## config.mk

```make
export PLATFORM = sky130hd
export DESIGN_NAME = termios_input_line_discipline_core_flat
export DESIGN_NICKNAME = d
export VERILOG_FILES = /design/src/tild_pkg.sv /design/src/tild_if.sv /design/src/termios_input_line_discipline_core.sv /design/src/tild_cmp.sv /design/src/flat_wrapper.sv
export SDC_FILE = /design/constraint.sdc
export NUM_CORES = 1
export LEC_CHECK = 0
export ABC_AREA = 1
export BUFFER_PORTS_ARGS = -buffer_cell sky130_fd_sc_hd__buf_2
export CORE_UTILIZATION = 30
export CTS_CLUSTER_SIZE = 30
export DETAILED_ROUTE_END_ITERATION = 7
export GPL_TIMING_DRIVEN = 0
export PLACE_DENSITY = 0.54
export SLEW_MARGIN = 10
export SYNTH_ARGS = -nofsm -noshare
export SYNTH_HDL_FRONTEND = slang
export SYNTH_HIERARCHICAL = 1
export SYNTH_SLANG_ARGS = --single-unit
```

## constraint.sdc

```tcl
create_clock -name clk -period 5.8 [get_ports clk]
set_input_delay 1.16 -clock clk [delete_from_list [all_inputs] [get_ports clk]]
set_output_delay 1.16 -clock clk [all_outputs]
set_load 0.05 [all_outputs]
```

## src/tild_pkg.sv

```systemverilog
package tild_pkg;

  localparam int CFG_IDX_W  = 3;
  localparam int CFG_DATA_W = 8;

  localparam logic [CFG_IDX_W-1:0] CFG_INPUT_FLAGS = 3'd0;
  localparam logic [CFG_IDX_W-1:0] CFG_LOCAL_FLAGS = 3'd1;
  localparam logic [CFG_IDX_W-1:0] CFG_INTR_CHAR   = 3'd2;
  localparam logic [CFG_IDX_W-1:0] CFG_QUIT_CHAR   = 3'd3;
  localparam logic [CFG_IDX_W-1:0] CFG_SUSP_CHAR   = 3'd4;
  localparam logic [CFG_IDX_W-1:0] CFG_ERASE_CHAR  = 3'd5;
  localparam logic [CFG_IDX_W-1:0] CFG_EOF_CHAR    = 3'd6;
  localparam logic [CFG_IDX_W-1:0] CFG_EOL_CHAR    = 3'd7;

  localparam int IF_ISTRIP = 0;
  localparam int IF_ICRNL  = 1;
  localparam int IF_INLCR  = 2;

  localparam int LF_ISIG   = 0;
  localparam int LF_ICANON = 1;
  localparam int LF_ECHO   = 2;
  localparam int LF_ECHOE  = 3;
  localparam int LF_ECHONL = 4;

  localparam logic [7:0] ASCII_NUL   = 8'h00;
  localparam logic [7:0] ASCII_BS    = 8'h08;
  localparam logic [7:0] ASCII_NL    = 8'h0A;
  localparam logic [7:0] ASCII_CR    = 8'h0D;
  localparam logic [7:0] ASCII_SP    = 8'h20;
  localparam logic [7:0] ASCII_AT    = 8'h40;
  localparam logic [7:0] ASCII_CARET = 8'h5E;
  localparam logic [7:0] ASCII_DEL   = 8'h7F;

  typedef struct packed {
    logic [2:0] input_flags;
    logic [4:0] local_flags;
    logic [7:0] intr_char;
    logic [7:0] quit_char;
    logic [7:0] susp_char;
    logic [7:0] erase_char;
    logic [7:0] eof_char;
    logic [7:0] eol_char;
  } tild_cfg_t;

  typedef enum logic [2:0] {
    CMP_INTR,
    CMP_QUIT,
    CMP_SUSP,
    CMP_ERASE,
    CMP_EOF,
    CMP_EOL
  } cmp_sel_t;

  typedef enum logic [2:0] {
    S_IDLE,
    S_SIG,
    S_CLS,
    S_DEC,
    S_ERD,
    S_ECHO,
    S_FRD,
    S_FOUT
  } tild_state_t;

  typedef enum logic [1:0] {
    EK_SINGLE,
    EK_PAIR,
    EK_BS
  } echo_kind_t;

endpackage

```

## src/tild_if.sv

```systemverilog
interface tild_in_if;
  logic       valid;
  logic       ready;
  logic [7:0] in_byte;

  modport source (output valid, output in_byte, input ready);
  modport sink (input valid, input in_byte, output ready);
endinterface

interface tild_out_if;
  logic       valid;
  logic       ready;
  logic       dest;
  logic [7:0] out_byte;
  logic       last;

  modport source (output valid, output dest, output out_byte, output last, input ready);
  modport sink (input valid, input dest, input out_byte, input last, output ready);
endinterface

```

## src/termios_input_line_discipline_core.sv

```systemverilog
// Sequence: an accepted input passes S_SIG and S_CLS to S_DEC (and S_ERD for an erase), then
//   S_ECHO or S_FRD and S_FOUT; three signal compares and three class compares share one comparator.
// Throughput: one item at a time, next item after the last; echo results leave at one per cycle
//   unless stalled; flush bytes alternate S_FRD reads (one line buffer read port) and S_FOUT.
// Reset (synchronous, rst_n low): config to defaults, line count zero, output empty.
//   Line buffer contents are not cleared and are never read before written.
module termios_input_line_discipline_core
  import tild_pkg::*;
#(
  parameter int LINE_DEPTH = 32
)
(
  input  logic                  clk,
  input  logic                  rst_n,
  tild_in_if.sink               in_ch,
  tild_out_if.source            out_ch,
  input  logic                  cfg_we,
  input  logic [CFG_IDX_W-1:0]  cfg_idx,
  input  logic [CFG_DATA_W-1:0] cfg_wdata
);

  localparam int AW = (LINE_DEPTH > 1) ? $clog2(LINE_DEPTH) : 1;
  localparam int CW = $clog2(LINE_DEPTH + 1);
  localparam int RW = $clog2(LINE_DEPTH + 8);
  localparam logic [CW-1:0] DEPTH_C = CW'(LINE_DEPTH);
  localparam logic [RW-1:0] MAX_RES = RW'(LINE_DEPTH + 1);

  function automatic logic is_ctrl(input logic [7:0] b);
    return (b < ASCII_SP) || (b == ASCII_DEL);
  endfunction

  function automatic logic [7:0] caret_letter(input logic [7:0] b);
    logic [7:0] s;
    s = ASCII_AT + b;
    return {1'b0, s[6:0]};
  endfunction

  tild_cfg_t   cfg_r;
  tild_state_t state_r, state_nxt;
  cmp_sel_t    sel_r, sel_nxt;
  logic [7:0]  in_byte_r;
  logic        sig_hit_r, sig_hit_nxt;
  logic        erase_hit_r, erase_hit_nxt;
  logic        eof_hit_r, eof_hit_nxt;
  logic        eol_hit_r, eol_hit_nxt;
  logic        rm_r, rm_nxt;
  logic [CW-1:0] count_r, count_nxt;
  logic [CW-1:0] f_len_r, f_len_nxt;
  logic [CW-1:0] f_idx_r, f_idx_nxt;
  echo_kind_t  e_kind_r, e_kind_nxt;
  logic [2:0]  e_len_r, e_len_nxt;
  logic [2:0]  e_idx_r, e_idx_nxt;
  logic [7:0]  e_byte_r, e_byte_nxt;
  logic        e_dest_r, e_dest_nxt;
  logic [RW-1:0] tot_r, tot_nxt;
  logic [RW-1:0] idx_r, idx_nxt;
  logic        out_valid_r, out_valid_nxt;
  logic        out_dest_r, out_dest_nxt;
  logic [7:0]  out_byte_r, out_byte_nxt;
  logic        out_last_r, out_last_nxt;

  logic [7:0]  line_mem [LINE_DEPTH];
  logic [7:0]  rd_data_r;

  logic [7:0]  stripped, mapped, cmp_a, echo_byte;
  logic        cmp_eq, echo_dest;
  logic        accept, slot_free, last_item, load;
  logic        line_end;
  logic [CW-1:0] count_dm1, count_p1;

  logic          dec_valid, dec_rd, dec_wr, dec_rm, dec_e_dest;
  echo_kind_t    dec_e_kind;
  logic [2:0]    dec_e_len;
  logic [7:0]    dec_e_byte;
  logic [CW-1:0] dec_f_len, dec_count;
  logic [AW-1:0] rd_addr;
  logic [RW-1:0] dec_sum, dec_tot;

  assign accept    = in_ch.valid && in_ch.ready;
  assign slot_free = !out_valid_r || out_ch.ready;
  assign last_item = (idx_r + RW'(1)) == tot_r;

  assign stripped = cfg_r.input_flags[IF_ISTRIP] ? {1'b0, in_byte_r[6:0]} : in_byte_r;
  always_comb begin
    mapped = stripped;
    if (cfg_r.input_flags[IF_ICRNL] && (stripped == ASCII_CR)) begin
      mapped = ASCII_NL;
    end else if (cfg_r.input_flags[IF_INLCR] && (stripped == ASCII_NL)) begin
      mapped = ASCII_CR;
    end
  end

  assign cmp_a = (state_r == S_SIG) ? in_byte_r : mapped;

  tild_cmp u_cmp (
    .cfg    (cfg_r),
    .sel    (sel_r),
    .a_byte (cmp_a),
    .eq     (cmp_eq)
  );

  assign count_dm1 = count_r - CW'(1);
  assign count_p1  = count_r + CW'(1);
  assign line_end  = eol_hit_r || (mapped == ASCII_NL);

  // decode of the item class into an echo plan, a flush length, line buffer access and the new line count
  always_comb begin
    dec_valid  = 1'b0;
    dec_rd     = 1'b0;
    dec_wr     = 1'b0;
    dec_rm     = rm_r;
    dec_e_kind = EK_SINGLE;
    dec_e_len  = 3'd0;
    dec_e_byte = mapped;
    dec_e_dest = 1'b1;
    dec_f_len  = '0;
    dec_count  = count_r;
    rd_addr    = f_idx_r[AW-1:0];
    if (state_r == S_DEC) begin
      dec_valid = 1'b1;
      if (!cfg_r.local_flags[LF_ICANON]) begin
        dec_e_len  = 3'd1;
        dec_e_dest = 1'b0;
      end else if (erase_hit_r) begin
        dec_rm = (count_r != '0);
        if (count_r != '0) begin
          dec_rd    = 1'b1;
          rd_addr   = count_dm1[AW-1:0];
          dec_count = count_dm1;
        end
      end else if (eof_hit_r) begin
        if (count_r != '0) begin
          dec_f_len = count_r;
          dec_count = '0;
        end else begin
          dec_e_len  = 3'd1;
          dec_e_dest = 1'b0;
          dec_e_byte = ASCII_NUL;
        end
      end else if (count_r < DEPTH_C) begin
        dec_wr = 1'b1;
        if (cfg_r.local_flags[LF_ECHO]) begin
          if (is_ctrl(mapped) && (mapped != ASCII_NL)) begin
            dec_e_byte = caret_letter(mapped);
            if (line_end && (count_p1 == DEPTH_C)) begin
              dec_e_len = 3'd1;
            end else begin
              dec_e_kind = EK_PAIR;
              dec_e_len  = 3'd2;
            end
          end else begin
            dec_e_len = 3'd1;
          end
        end else if (line_end && cfg_r.local_flags[LF_ECHONL]) begin
          dec_e_len = 3'd1;
        end
        if (line_end) begin
          dec_f_len = count_p1;
          dec_count = '0;
        end else begin
          dec_count = count_p1;
        end
      end
    end else if (state_r == S_ERD) begin
      dec_valid = 1'b1;
      if (cfg_r.local_flags[LF_ECHO] && cfg_r.local_flags[LF_ECHOE]) begin
        dec_e_kind = EK_BS;
        if (rm_r) begin
          dec_e_len = is_ctrl(rd_data_r) ? 3'd6 : 3'd3;
        end
      end else if (cfg_r.local_flags[LF_ECHO]) begin
        dec_e_kind = EK_PAIR;
        dec_e_len  = 3'd2;
        dec_e_byte = caret_letter(mapped);
      end
    end
  end

  assign dec_sum = RW'(dec_e_len) + RW'(dec_f_len);
  assign dec_tot = (dec_sum > MAX_RES) ? MAX_RES : dec_sum;

  always_comb begin
    unique case (e_kind_r)
      EK_SINGLE: begin
        echo_byte = e_byte_r;
        echo_dest = e_dest_r;
      end
      EK_PAIR: begin
        echo_byte = (e_idx_r == 3'd0) ? ASCII_CARET : e_byte_r;
        echo_dest = 1'b1;
      end
      EK_BS: begin
        echo_byte = ((e_idx_r == 3'd1) || (e_idx_r == 3'd4)) ? ASCII_SP : ASCII_BS;
        echo_dest = 1'b1;
      end
      default: begin
        echo_byte = e_byte_r;
        echo_dest = e_dest_r;
      end
    endcase
  end

  // next state
  always_comb begin
    state_nxt = state_r;
    unique case (state_r)
      S_IDLE: begin
        if (accept) begin
          state_nxt = S_SIG;
        end
      end
      S_SIG: begin
        if (sel_r == CMP_SUSP) begin
          state_nxt = (cfg_r.local_flags[LF_ISIG] && (sig_hit_r || cmp_eq)) ? S_IDLE : S_CLS;
        end
      end
      S_CLS: begin
        if (sel_r == CMP_EOL) begin
          state_nxt = S_DEC;
        end
      end
      S_DEC, S_ERD: begin
        if ((state_r == S_DEC) && dec_rd) begin
          state_nxt = S_ERD;
        end else if ((state_r == S_DEC) && cfg_r.local_flags[LF_ICANON] && erase_hit_r) begin
          state_nxt = S_ERD;
        end else if (dec_tot == '0) begin
          state_nxt = S_IDLE;
        end else if (dec_e_len != 3'd0) begin
          state_nxt = S_ECHO;
        end else begin
          state_nxt = S_FRD;
        end
      end
      S_ECHO: begin
        if (slot_free) begin
          if (last_item) begin
            state_nxt = S_IDLE;
          end else if ((e_idx_r + 3'd1) == e_len_r) begin
            state_nxt = S_FRD;
          end
        end
      end
      S_FRD: begin
        state_nxt = S_FOUT;
      end
      S_FOUT: begin
        if (slot_free) begin
          state_nxt = last_item ? S_IDLE : S_FRD;
        end
      end
      default: state_nxt = S_IDLE;
    endcase
  end

  // outputs and datapath
  always_comb begin
    in_ch.ready   = (state_r == S_IDLE);
    sel_nxt       = sel_r;
    sig_hit_nxt   = sig_hit_r;
    erase_hit_nxt = erase_hit_r;
    eof_hit_nxt   = eof_hit_r;
    eol_hit_nxt   = eol_hit_r;
    rm_nxt        = rm_r;
    count_nxt     = count_r;
    f_len_nxt     = f_len_r;
    f_idx_nxt     = f_idx_r;
    e_kind_nxt    = e_kind_r;
    e_len_nxt     = e_len_r;
    e_idx_nxt     = e_idx_r;
    e_byte_nxt    = e_byte_r;
    e_dest_nxt    = e_dest_r;
    tot_nxt       = tot_r;
    idx_nxt       = idx_r;
    load          = 1'b0;
    out_dest_nxt  = out_dest_r;
    out_byte_nxt  = out_byte_r;
    out_last_nxt  = out_last_r;

    if (accept) begin
      sel_nxt     = CMP_INTR;
      sig_hit_nxt = 1'b0;
    end

    unique case (state_r)
      S_SIG: begin
        sig_hit_nxt = sig_hit_r || cmp_eq;
        unique case (sel_r)
          CMP_INTR: sel_nxt = CMP_QUIT;
          CMP_QUIT: sel_nxt = CMP_SUSP;
          default:  sel_nxt = CMP_ERASE;
        endcase
      end
      S_CLS: begin
        unique case (sel_r)
          CMP_ERASE: begin
            erase_hit_nxt = cmp_eq;
            sel_nxt       = CMP_EOF;
          end
          CMP_EOF: begin
            eof_hit_nxt = cmp_eq;
            sel_nxt     = CMP_EOL;
          end
          default: begin
            eol_hit_nxt = cmp_eq;
          end
        endcase
      end
      S_ECHO: begin
        if (slot_free) begin
          load         = 1'b1;
          out_dest_nxt = echo_dest;
          out_byte_nxt = echo_byte;
          out_last_nxt = last_item;
          idx_nxt      = idx_r + RW'(1);
          e_idx_nxt    = e_idx_r + 3'd1;
        end
      end
      S_FOUT: begin
        if (slot_free) begin
          load         = 1'b1;
          out_dest_nxt = 1'b0;
          out_byte_nxt = rd_data_r;
          out_last_nxt = last_item;
          idx_nxt      = idx_r + RW'(1);
          f_idx_nxt    = f_idx_r + CW'(1);
        end
      end
      default: begin
      end
    endcase

    if (dec_valid) begin
      rm_nxt     = dec_rm;
      count_nxt  = dec_count;
      f_len_nxt  = dec_f_len;
      f_idx_nxt  = '0;
      e_kind_nxt = dec_e_kind;
      e_len_nxt  = dec_e_len;
      e_idx_nxt  = 3'd0;
      e_byte_nxt = dec_e_byte;
      e_dest_nxt = dec_e_dest;
      tot_nxt    = dec_tot;
      idx_nxt    = '0;
    end

    out_valid_nxt = load ? 1'b1 : (out_ch.ready ? 1'b0 : out_valid_r);
  end

  assign out_ch.valid    = out_valid_r;
  assign out_ch.dest     = out_dest_r;
  assign out_ch.out_byte = out_byte_r;
  assign out_ch.last     = out_last_r;

  always_ff @(posedge clk) begin
    if (dec_wr) begin
      line_mem[count_r[AW-1:0]] <= mapped;
    end
    if (dec_rd || (state_r == S_FRD)) begin
      rd_data_r <= line_mem[rd_addr];
    end
  end

  always_ff @(posedge clk) begin
    if (!rst_n) begin
      state_r     <= S_IDLE;
      count_r     <= '0;
      out_valid_r <= 1'b0;
      cfg_r.input_flags <= 3'd2;
      cfg_r.local_flags <= 5'd15;
      cfg_r.intr_char   <= 8'd3;
      cfg_r.quit_char   <= 8'd28;
      cfg_r.susp_char   <= 8'd26;
      cfg_r.erase_char  <= 8'd127;
      cfg_r.eof_char    <= 8'd4;
      cfg_r.eol_char    <= 8'd0;
    end else begin
      state_r     <= state_nxt;
      count_r     <= count_nxt;
      out_valid_r <= out_valid_nxt;
      if (cfg_we) begin
        unique case (cfg_idx)
          CFG_INPUT_FLAGS: cfg_r.input_flags <= cfg_wdata[2:0];
          CFG_LOCAL_FLAGS: cfg_r.local_flags <= cfg_wdata[4:0];
          CFG_INTR_CHAR:   cfg_r.intr_char   <= cfg_wdata;
          CFG_QUIT_CHAR:   cfg_r.quit_char   <= cfg_wdata;
          CFG_SUSP_CHAR:   cfg_r.susp_char   <= cfg_wdata;
          CFG_ERASE_CHAR:  cfg_r.erase_char  <= cfg_wdata;
          CFG_EOF_CHAR:    cfg_r.eof_char    <= cfg_wdata;
          CFG_EOL_CHAR:    cfg_r.eol_char    <= cfg_wdata;
        endcase
      end
    end
  end

  always_ff @(posedge clk) begin
    if (accept) begin
      in_byte_r <= in_ch.in_byte;
    end
    sel_r       <= sel_nxt;
    sig_hit_r   <= sig_hit_nxt;
    erase_hit_r <= erase_hit_nxt;
    eof_hit_r   <= eof_hit_nxt;
    eol_hit_r   <= eol_hit_nxt;
    rm_r        <= rm_nxt;
    f_len_r     <= f_len_nxt;
    f_idx_r     <= f_idx_nxt;
    e_kind_r    <= e_kind_nxt;
    e_len_r     <= e_len_nxt;
    e_idx_r     <= e_idx_nxt;
    e_byte_r    <= e_byte_nxt;
    e_dest_r    <= e_dest_nxt;
    tot_r       <= tot_nxt;
    idx_r       <= idx_nxt;
    out_dest_r  <= out_dest_nxt;
    out_byte_r  <= out_byte_nxt;
    out_last_r  <= out_last_nxt;
  end

  a_count_range: assert property (@(posedge clk) disable iff (!rst_n)
    count_r <= DEPTH_C)
    else $error("line count beyond buffer depth");

  a_last_ends_item: assert property (@(posedge clk) disable iff (!rst_n)
    (load && out_last_nxt) |=> (state_r == S_IDLE))
    else $error("sequencer busy after final result");

  a_echo_index: assert property (@(posedge clk) disable iff (!rst_n)
    (state_r == S_ECHO) |-> (e_idx_r < e_len_r))
    else $error("echo index past echo length");

  a_flush_index: assert property (@(posedge clk) disable iff (!rst_n)
    ((state_r == S_FRD) || (state_r == S_FOUT)) |-> (f_idx_r < f_len_r))
    else $error("flush index past line length");

  a_result_bound: assert property (@(posedge clk) disable iff (!rst_n)
    ((state_r == S_ECHO) || (state_r == S_FOUT)) |-> (idx_r < tot_r && tot_r <= MAX_RES))
    else $error("result count out of range");

endmodule

```

## src/tild_cmp.sv

```systemverilog
module tild_cmp
  import tild_pkg::*;
(
  input  tild_cfg_t  cfg,
  input  cmp_sel_t   sel,
  input  logic [7:0] a_byte,
  output logic       eq
);

  logic [7:0] target;

  always_comb begin
    unique case (sel)
      CMP_INTR:  target = cfg.intr_char;
      CMP_QUIT:  target = cfg.quit_char;
      CMP_SUSP:  target = cfg.susp_char;
      CMP_ERASE: target = cfg.erase_char;
      CMP_EOF:   target = cfg.eof_char;
      CMP_EOL:   target = cfg.eol_char;
      default:   target = cfg.intr_char;
    endcase
  end

  assign eq = (a_byte == target) && ((sel != CMP_EOL) || (target != ASCII_NUL));

endmodule

```

## src/flat_wrapper.sv

```systemverilog
// flat-port wrapper written by rule: the top's interface ports become plain ports
module termios_input_line_discipline_core_flat import tild_pkg::*;
#(
  parameter int LINE_DEPTH = 32
)
  (clk, rst_n, cfg_we, cfg_idx, cfg_wdata, in_ch_valid, in_ch_in_byte, in_ch_ready, out_ch_valid, out_ch_dest, out_ch_out_byte, out_ch_last, out_ch_ready);
  tild_in_if in_ch_i ();
  tild_out_if out_ch_i ();
  input  logic clk;
  input  logic rst_n;
  input  logic cfg_we;
  input  logic [CFG_IDX_W-1:0] cfg_idx;
  input  logic [CFG_DATA_W-1:0] cfg_wdata;
  input wire logic [$bits(in_ch_i.valid)-1:0] in_ch_valid;
  input wire logic [$bits(in_ch_i.in_byte)-1:0] in_ch_in_byte;
  output wire logic [$bits(in_ch_i.ready)-1:0] in_ch_ready;
  output wire logic [$bits(out_ch_i.valid)-1:0] out_ch_valid;
  output wire logic [$bits(out_ch_i.dest)-1:0] out_ch_dest;
  output wire logic [$bits(out_ch_i.out_byte)-1:0] out_ch_out_byte;
  output wire logic [$bits(out_ch_i.last)-1:0] out_ch_last;
  input wire logic [$bits(out_ch_i.ready)-1:0] out_ch_ready;
  assign in_ch_i.valid = in_ch_valid;
  assign in_ch_i.in_byte = in_ch_in_byte;
  assign in_ch_ready = in_ch_i.ready;
  assign out_ch_valid = out_ch_i.valid;
  assign out_ch_dest = out_ch_i.dest;
  assign out_ch_out_byte = out_ch_i.out_byte;
  assign out_ch_last = out_ch_i.last;
  assign out_ch_i.ready = out_ch_ready;
  termios_input_line_discipline_core #(.LINE_DEPTH(LINE_DEPTH)) u_core (.clk(clk), .rst_n(rst_n), .in_ch(in_ch_i), .out_ch(out_ch_i), .cfg_we(cfg_we), .cfg_idx(cfg_idx), .cfg_wdata(cfg_wdata));
endmodule
```

==> results_dict.tcl <==
set metrics [dict create \
    outcome "complete, no violations" \
    critPathRequiredTime_ns 6.11 \
    viasPerCell 5.00 \
    slew_violations 0 \
    htree_levels 2 \
    synth-xor-area-share_pct 0.749 \
    crit_path_end_kind "flop" \
    vdd_drop_max_v 0.000187 \
    crit_path_cell_trace "inv_1, nand2_1, nor2_2, nand3_2, nand2_1, clkinv_1, nand4_1, nor2_1, o21ai_0, nor2_1, nand2_1, nand3_1, nand2_1, ha_1, fa_1, nor2_1, nand2_2, o21ai_1, inv_1, or2_1" \
    cts_tree "done" \
    slew_headroom_pct 14.5 \
    totalWireLength_mm 48.7 \
    synth_edf_count 307 \
    synthMuxAreaShare_pct 0 \
    first_iter_violations 1191 \
    die_w_um 244 \
    syn_area_per_cell_sq_um 10.2 \
    initial_core_util_pct 30.4 \
    drtPass1Iterations 5 \
    start_kind "flop" \
    rr_worst_depth 20 \
    cts_setup_buffers 0 \
    num-nets-final 1830 \
    crit_type "reg -> reg" \
    tightest_slew_ns 1.28 \
    fin_skew_ns 0.0314 \
    synth_top_family_by_area "simple AND/OR/NAND/NOR gates" \
    syn_inst 1712 \
    cts_resized 0 \
    register_area_sq_mm 0.0109 \
    worstPathArrival_ns 5.28 \
    r2r_end "u_core/tot_r[0]" \
    grt_pass1_wl_mm 74.0 \
    synth_compound_area_share_pct 12.6 \
    p_total_mw 6.66 \
    drive_above_1_share_pct 11.6 \
    timing.final.crit_share_pct 85.8 \
    reg2reg_slack_ns 0.82 \
    fin_util_pct 34.9 \
    ys_async_sr_fraction_pct 0 \
    synth_nets 1751 \
    die_height_um 244 \
    vias 12944 \
    cts-buffers-inserted 42 \
    ys_warn_count 6 \
    synth_seq_cells 390 \
    setup.worst_path.start "u_core/in_byte_r[4]" \
    grt_start_max_net_pins 34 \
    antenna_left 0 \
    rows 88 \
    p_per_area_mw_per_mm2 331 \
    min_path_type "reg -> reg" \
    fillers 5889 \
    grt_pass1_vias 12661 \
    coreArea_sq_mm 0.0577 \
    cpMostUsedCell "nand2_1" \
    multi_input_area_sq_mm 0.00568 \
    dp_hpwl_mm 33.3 \
    setup_violations 0 \
    globalplace.congestion 0.905 \
    syn_area_sq_mm 0.0175 \
    io_buffers 32 \
    antenna_cells 0 \
    drc 0 \
    path_clk_slew_ns 0.06 \
    grt.overflow.total 0 \
    cts_root_buf "clkbuf_16" \
    crit_end "u_core/tot_r[0]" \
    clockBufferDepth 3 \
    hold_buffers 0 \
    syn2layout_area_growth_pct 14.9 \
    synth_fa_ha_area_share_pct 1.11 \
    r2r-start "u_core/in_byte_r[4]" \
    clk-insertion-delay-late_ns 0.57 \
    totalNegativeSetupSlack_ns 0 \
    die-area_sq_mm 0.0594 \
    synth-main-ff-cell "edfxtp_1" \
    ios 36 \
    cp_max_fo 33 \
    track_usage_pct 16.2 \
    slowest_stage "clkinv_1" \
    clock.fmax_mhz 201 \
    ys_types 58 \
    cts.sink_count 390 \
    leakagePower_nw 7.45 \
    grt_setup_unrepaired "false" \
    min_period_ns 4.98 \
    synthSimpleGateAreaFrac_pct 17.9 \
    maxCapViolations 0 \
    antenna_found_initial 0 \
    final_hold_viol_count 0 \
    critPathMaxStageDelay_ns 0.99 \
    ys_seq_area_share_pct 62.1 \
    wl_per_cell_um 18.8 \
]
-- worst min path at each step --
| stage | startpoint | end | slack (ns) | cells past startpoint |
|---|---|---|---|---|
| finish | u_core/cfg_r[10] | u_core/cfg_r[10] | 0.46 | 2 |
| global route | u_core/cfg_r[21] | u_core/cfg_r[21] | 0.50 | 2 |
| CTS | u_core/cfg_r[10] | u_core/cfg_r[10] | 0.46 | 2 |
| detailed placement | u_core/cfg_r[10] | u_core/cfg_r[10] | 0.45 | 2 |
| global placement | u_core/cfg_r[21] | u_core/cfg_r[21] | 0.44 | 2 |
| floorplan | u_core/cfg_r[40] | u_core/cfg_r[40] | 0.42 | 2 |
-- cell families (layout without fill, tap and decap cells) --
| logic type | after synthesis | in the layout |
|---|---|---|
| AOI/OAI and AO/OA | 365 | 365 |
| xor gates and xnor gates | 15 | 15 |
| adders and majority gates | 15 | 15 |
| buffers and inverters | 207 | 317 |
| DFF | 390 | 390 |
| and+or+nand+nor | 720 | 720 |
-- power by group --
part	internal [mW]	switching, mW
Sequential	3.12	0.0420
Clock	1.65	1.10
Combinational	0.213	0.539
Total	4.98	1.68
-- worst max-delay path, delay by kind of cell, from the launching register on --
kind | cells | cell delay, ns
and+or+nand+nor | 13 | 2.03
buffers and inverters | 3 | 1.27
adders and majority gates | 2 | 0.68
DFF | 1 | 0.48
AOI/OAI and AO/OA | 2 | 0.25
-- synth_stat cells (3+ instances only) --
library cell  count  area share (%)
nor2_1          327             7.0
edfxtp_1        307              53
nand2_1         220             4.7
o21ai_0         138             3.9
inv_1           114             2.4
dfxtp_1          83             9.5
nand3_1          76             2.2
o21ai_1          59             1.7
nand4_1          39             1.4
o221ai_1         34             1.7
a21oi_1          30            0.86
o211ai_1         30             1.3
buf_2            26            0.74
clkbuf_1         26            0.56
o22ai_1          26            0.93
a31oi_1          17            0.61
buf_6            15            0.96
ha_1             14             1.0
nand2_2          10            0.36
nor3_1           10            0.29
buf_4             9            0.39
xor2_1            9            0.45
nor2_2            7            0.25
or2_1             7            0.25
xnor2_1           6            0.30
inv_2             5            0.11
or2_2             5            0.18
a221oi_1          4            0.20
buf_1             4           0.086
nand2_4           4            0.26
nor2_4            4            0.26
o221ai_2          4            0.34
clkbuf_2          3           0.086
o21a_1            3            0.13
o21ai_2           3            0.15
o31ai_1           3            0.13
-- registers in the layout, summed over array words and instances, names as in the netlist, 5 cells and up --
register and cells:
u_core/tot_r 6, u_core/in_byte_r 8, u_core/idx_r 6, u_core/cfg_r 56, u_core/line_mem 256, u_core/count_r 6, u_core/rd_data_r 8, u_core/f_idx_r 5
u_core/e_byte_r 8, u_core/out_ch.out_byte 8
-- final cells by class --
class                      instances  area share [%]
sequential                       390            54.0
tap                              765            4.75
buffer                            84            2.55
timing repair buffer              35            1.09
clock inverter                    13           0.950
clock buffer                      62            6.10
multi-input combinational       1115            28.2
inverter                         123            2.32
-- metal layers --
layer	share of wire, %	track usage, %	routed length [um]
met1	43	21.3	21000
met2	47	26.4	22900
met3	6.0	2.58	2940
met4	3.8	6.99	1840
met5	0	0	0
-- cell usage in the layout, fill, tap and decap left out, types with 7 or more instances in the layout --
cell	netlist	layout
nor2_2	7	7
xor2_1	9	9
buf_6	15	15
edfxtp_1	307	307
dfxtp_1	83	83
a21oi_1	30	30
nor2_1	327	327
o21ai_0	138	138
buf_4	9	9
o221ai_1	34	34
nand2_2	10	11
o21ai_1	59	59
o22ai_1	26	26
or2_1	7	7
nand4_1	39	39
ha_1	14	14
clkbuf_2	3	7
a31oi_1	17	17
inv_1	114	113
nand2_1	220	219
buf_2	26	58
nor3_1	10	10
o211ai_1	30	30
clkbuf_16	0	44
clkbuf_1	26	34
nand3_1	76	76
-- stage by stage --
stage	instances	worst slack (ns)	hold slack (ns)	instance area (sq um)
4_1_cts	2587	0.882	0.464	20100
5_1_grt	2587	0.495	0.499	20100
2_1_floorplan	1712	2.18	0.421	17500
6_report	2587	0.823	0.462	20100
3_3_place_gp	2509	0.822	0.443	18700
3_5_place_dp	2512	0.900	0.448	18700
(Power assumes the default switching activity.)
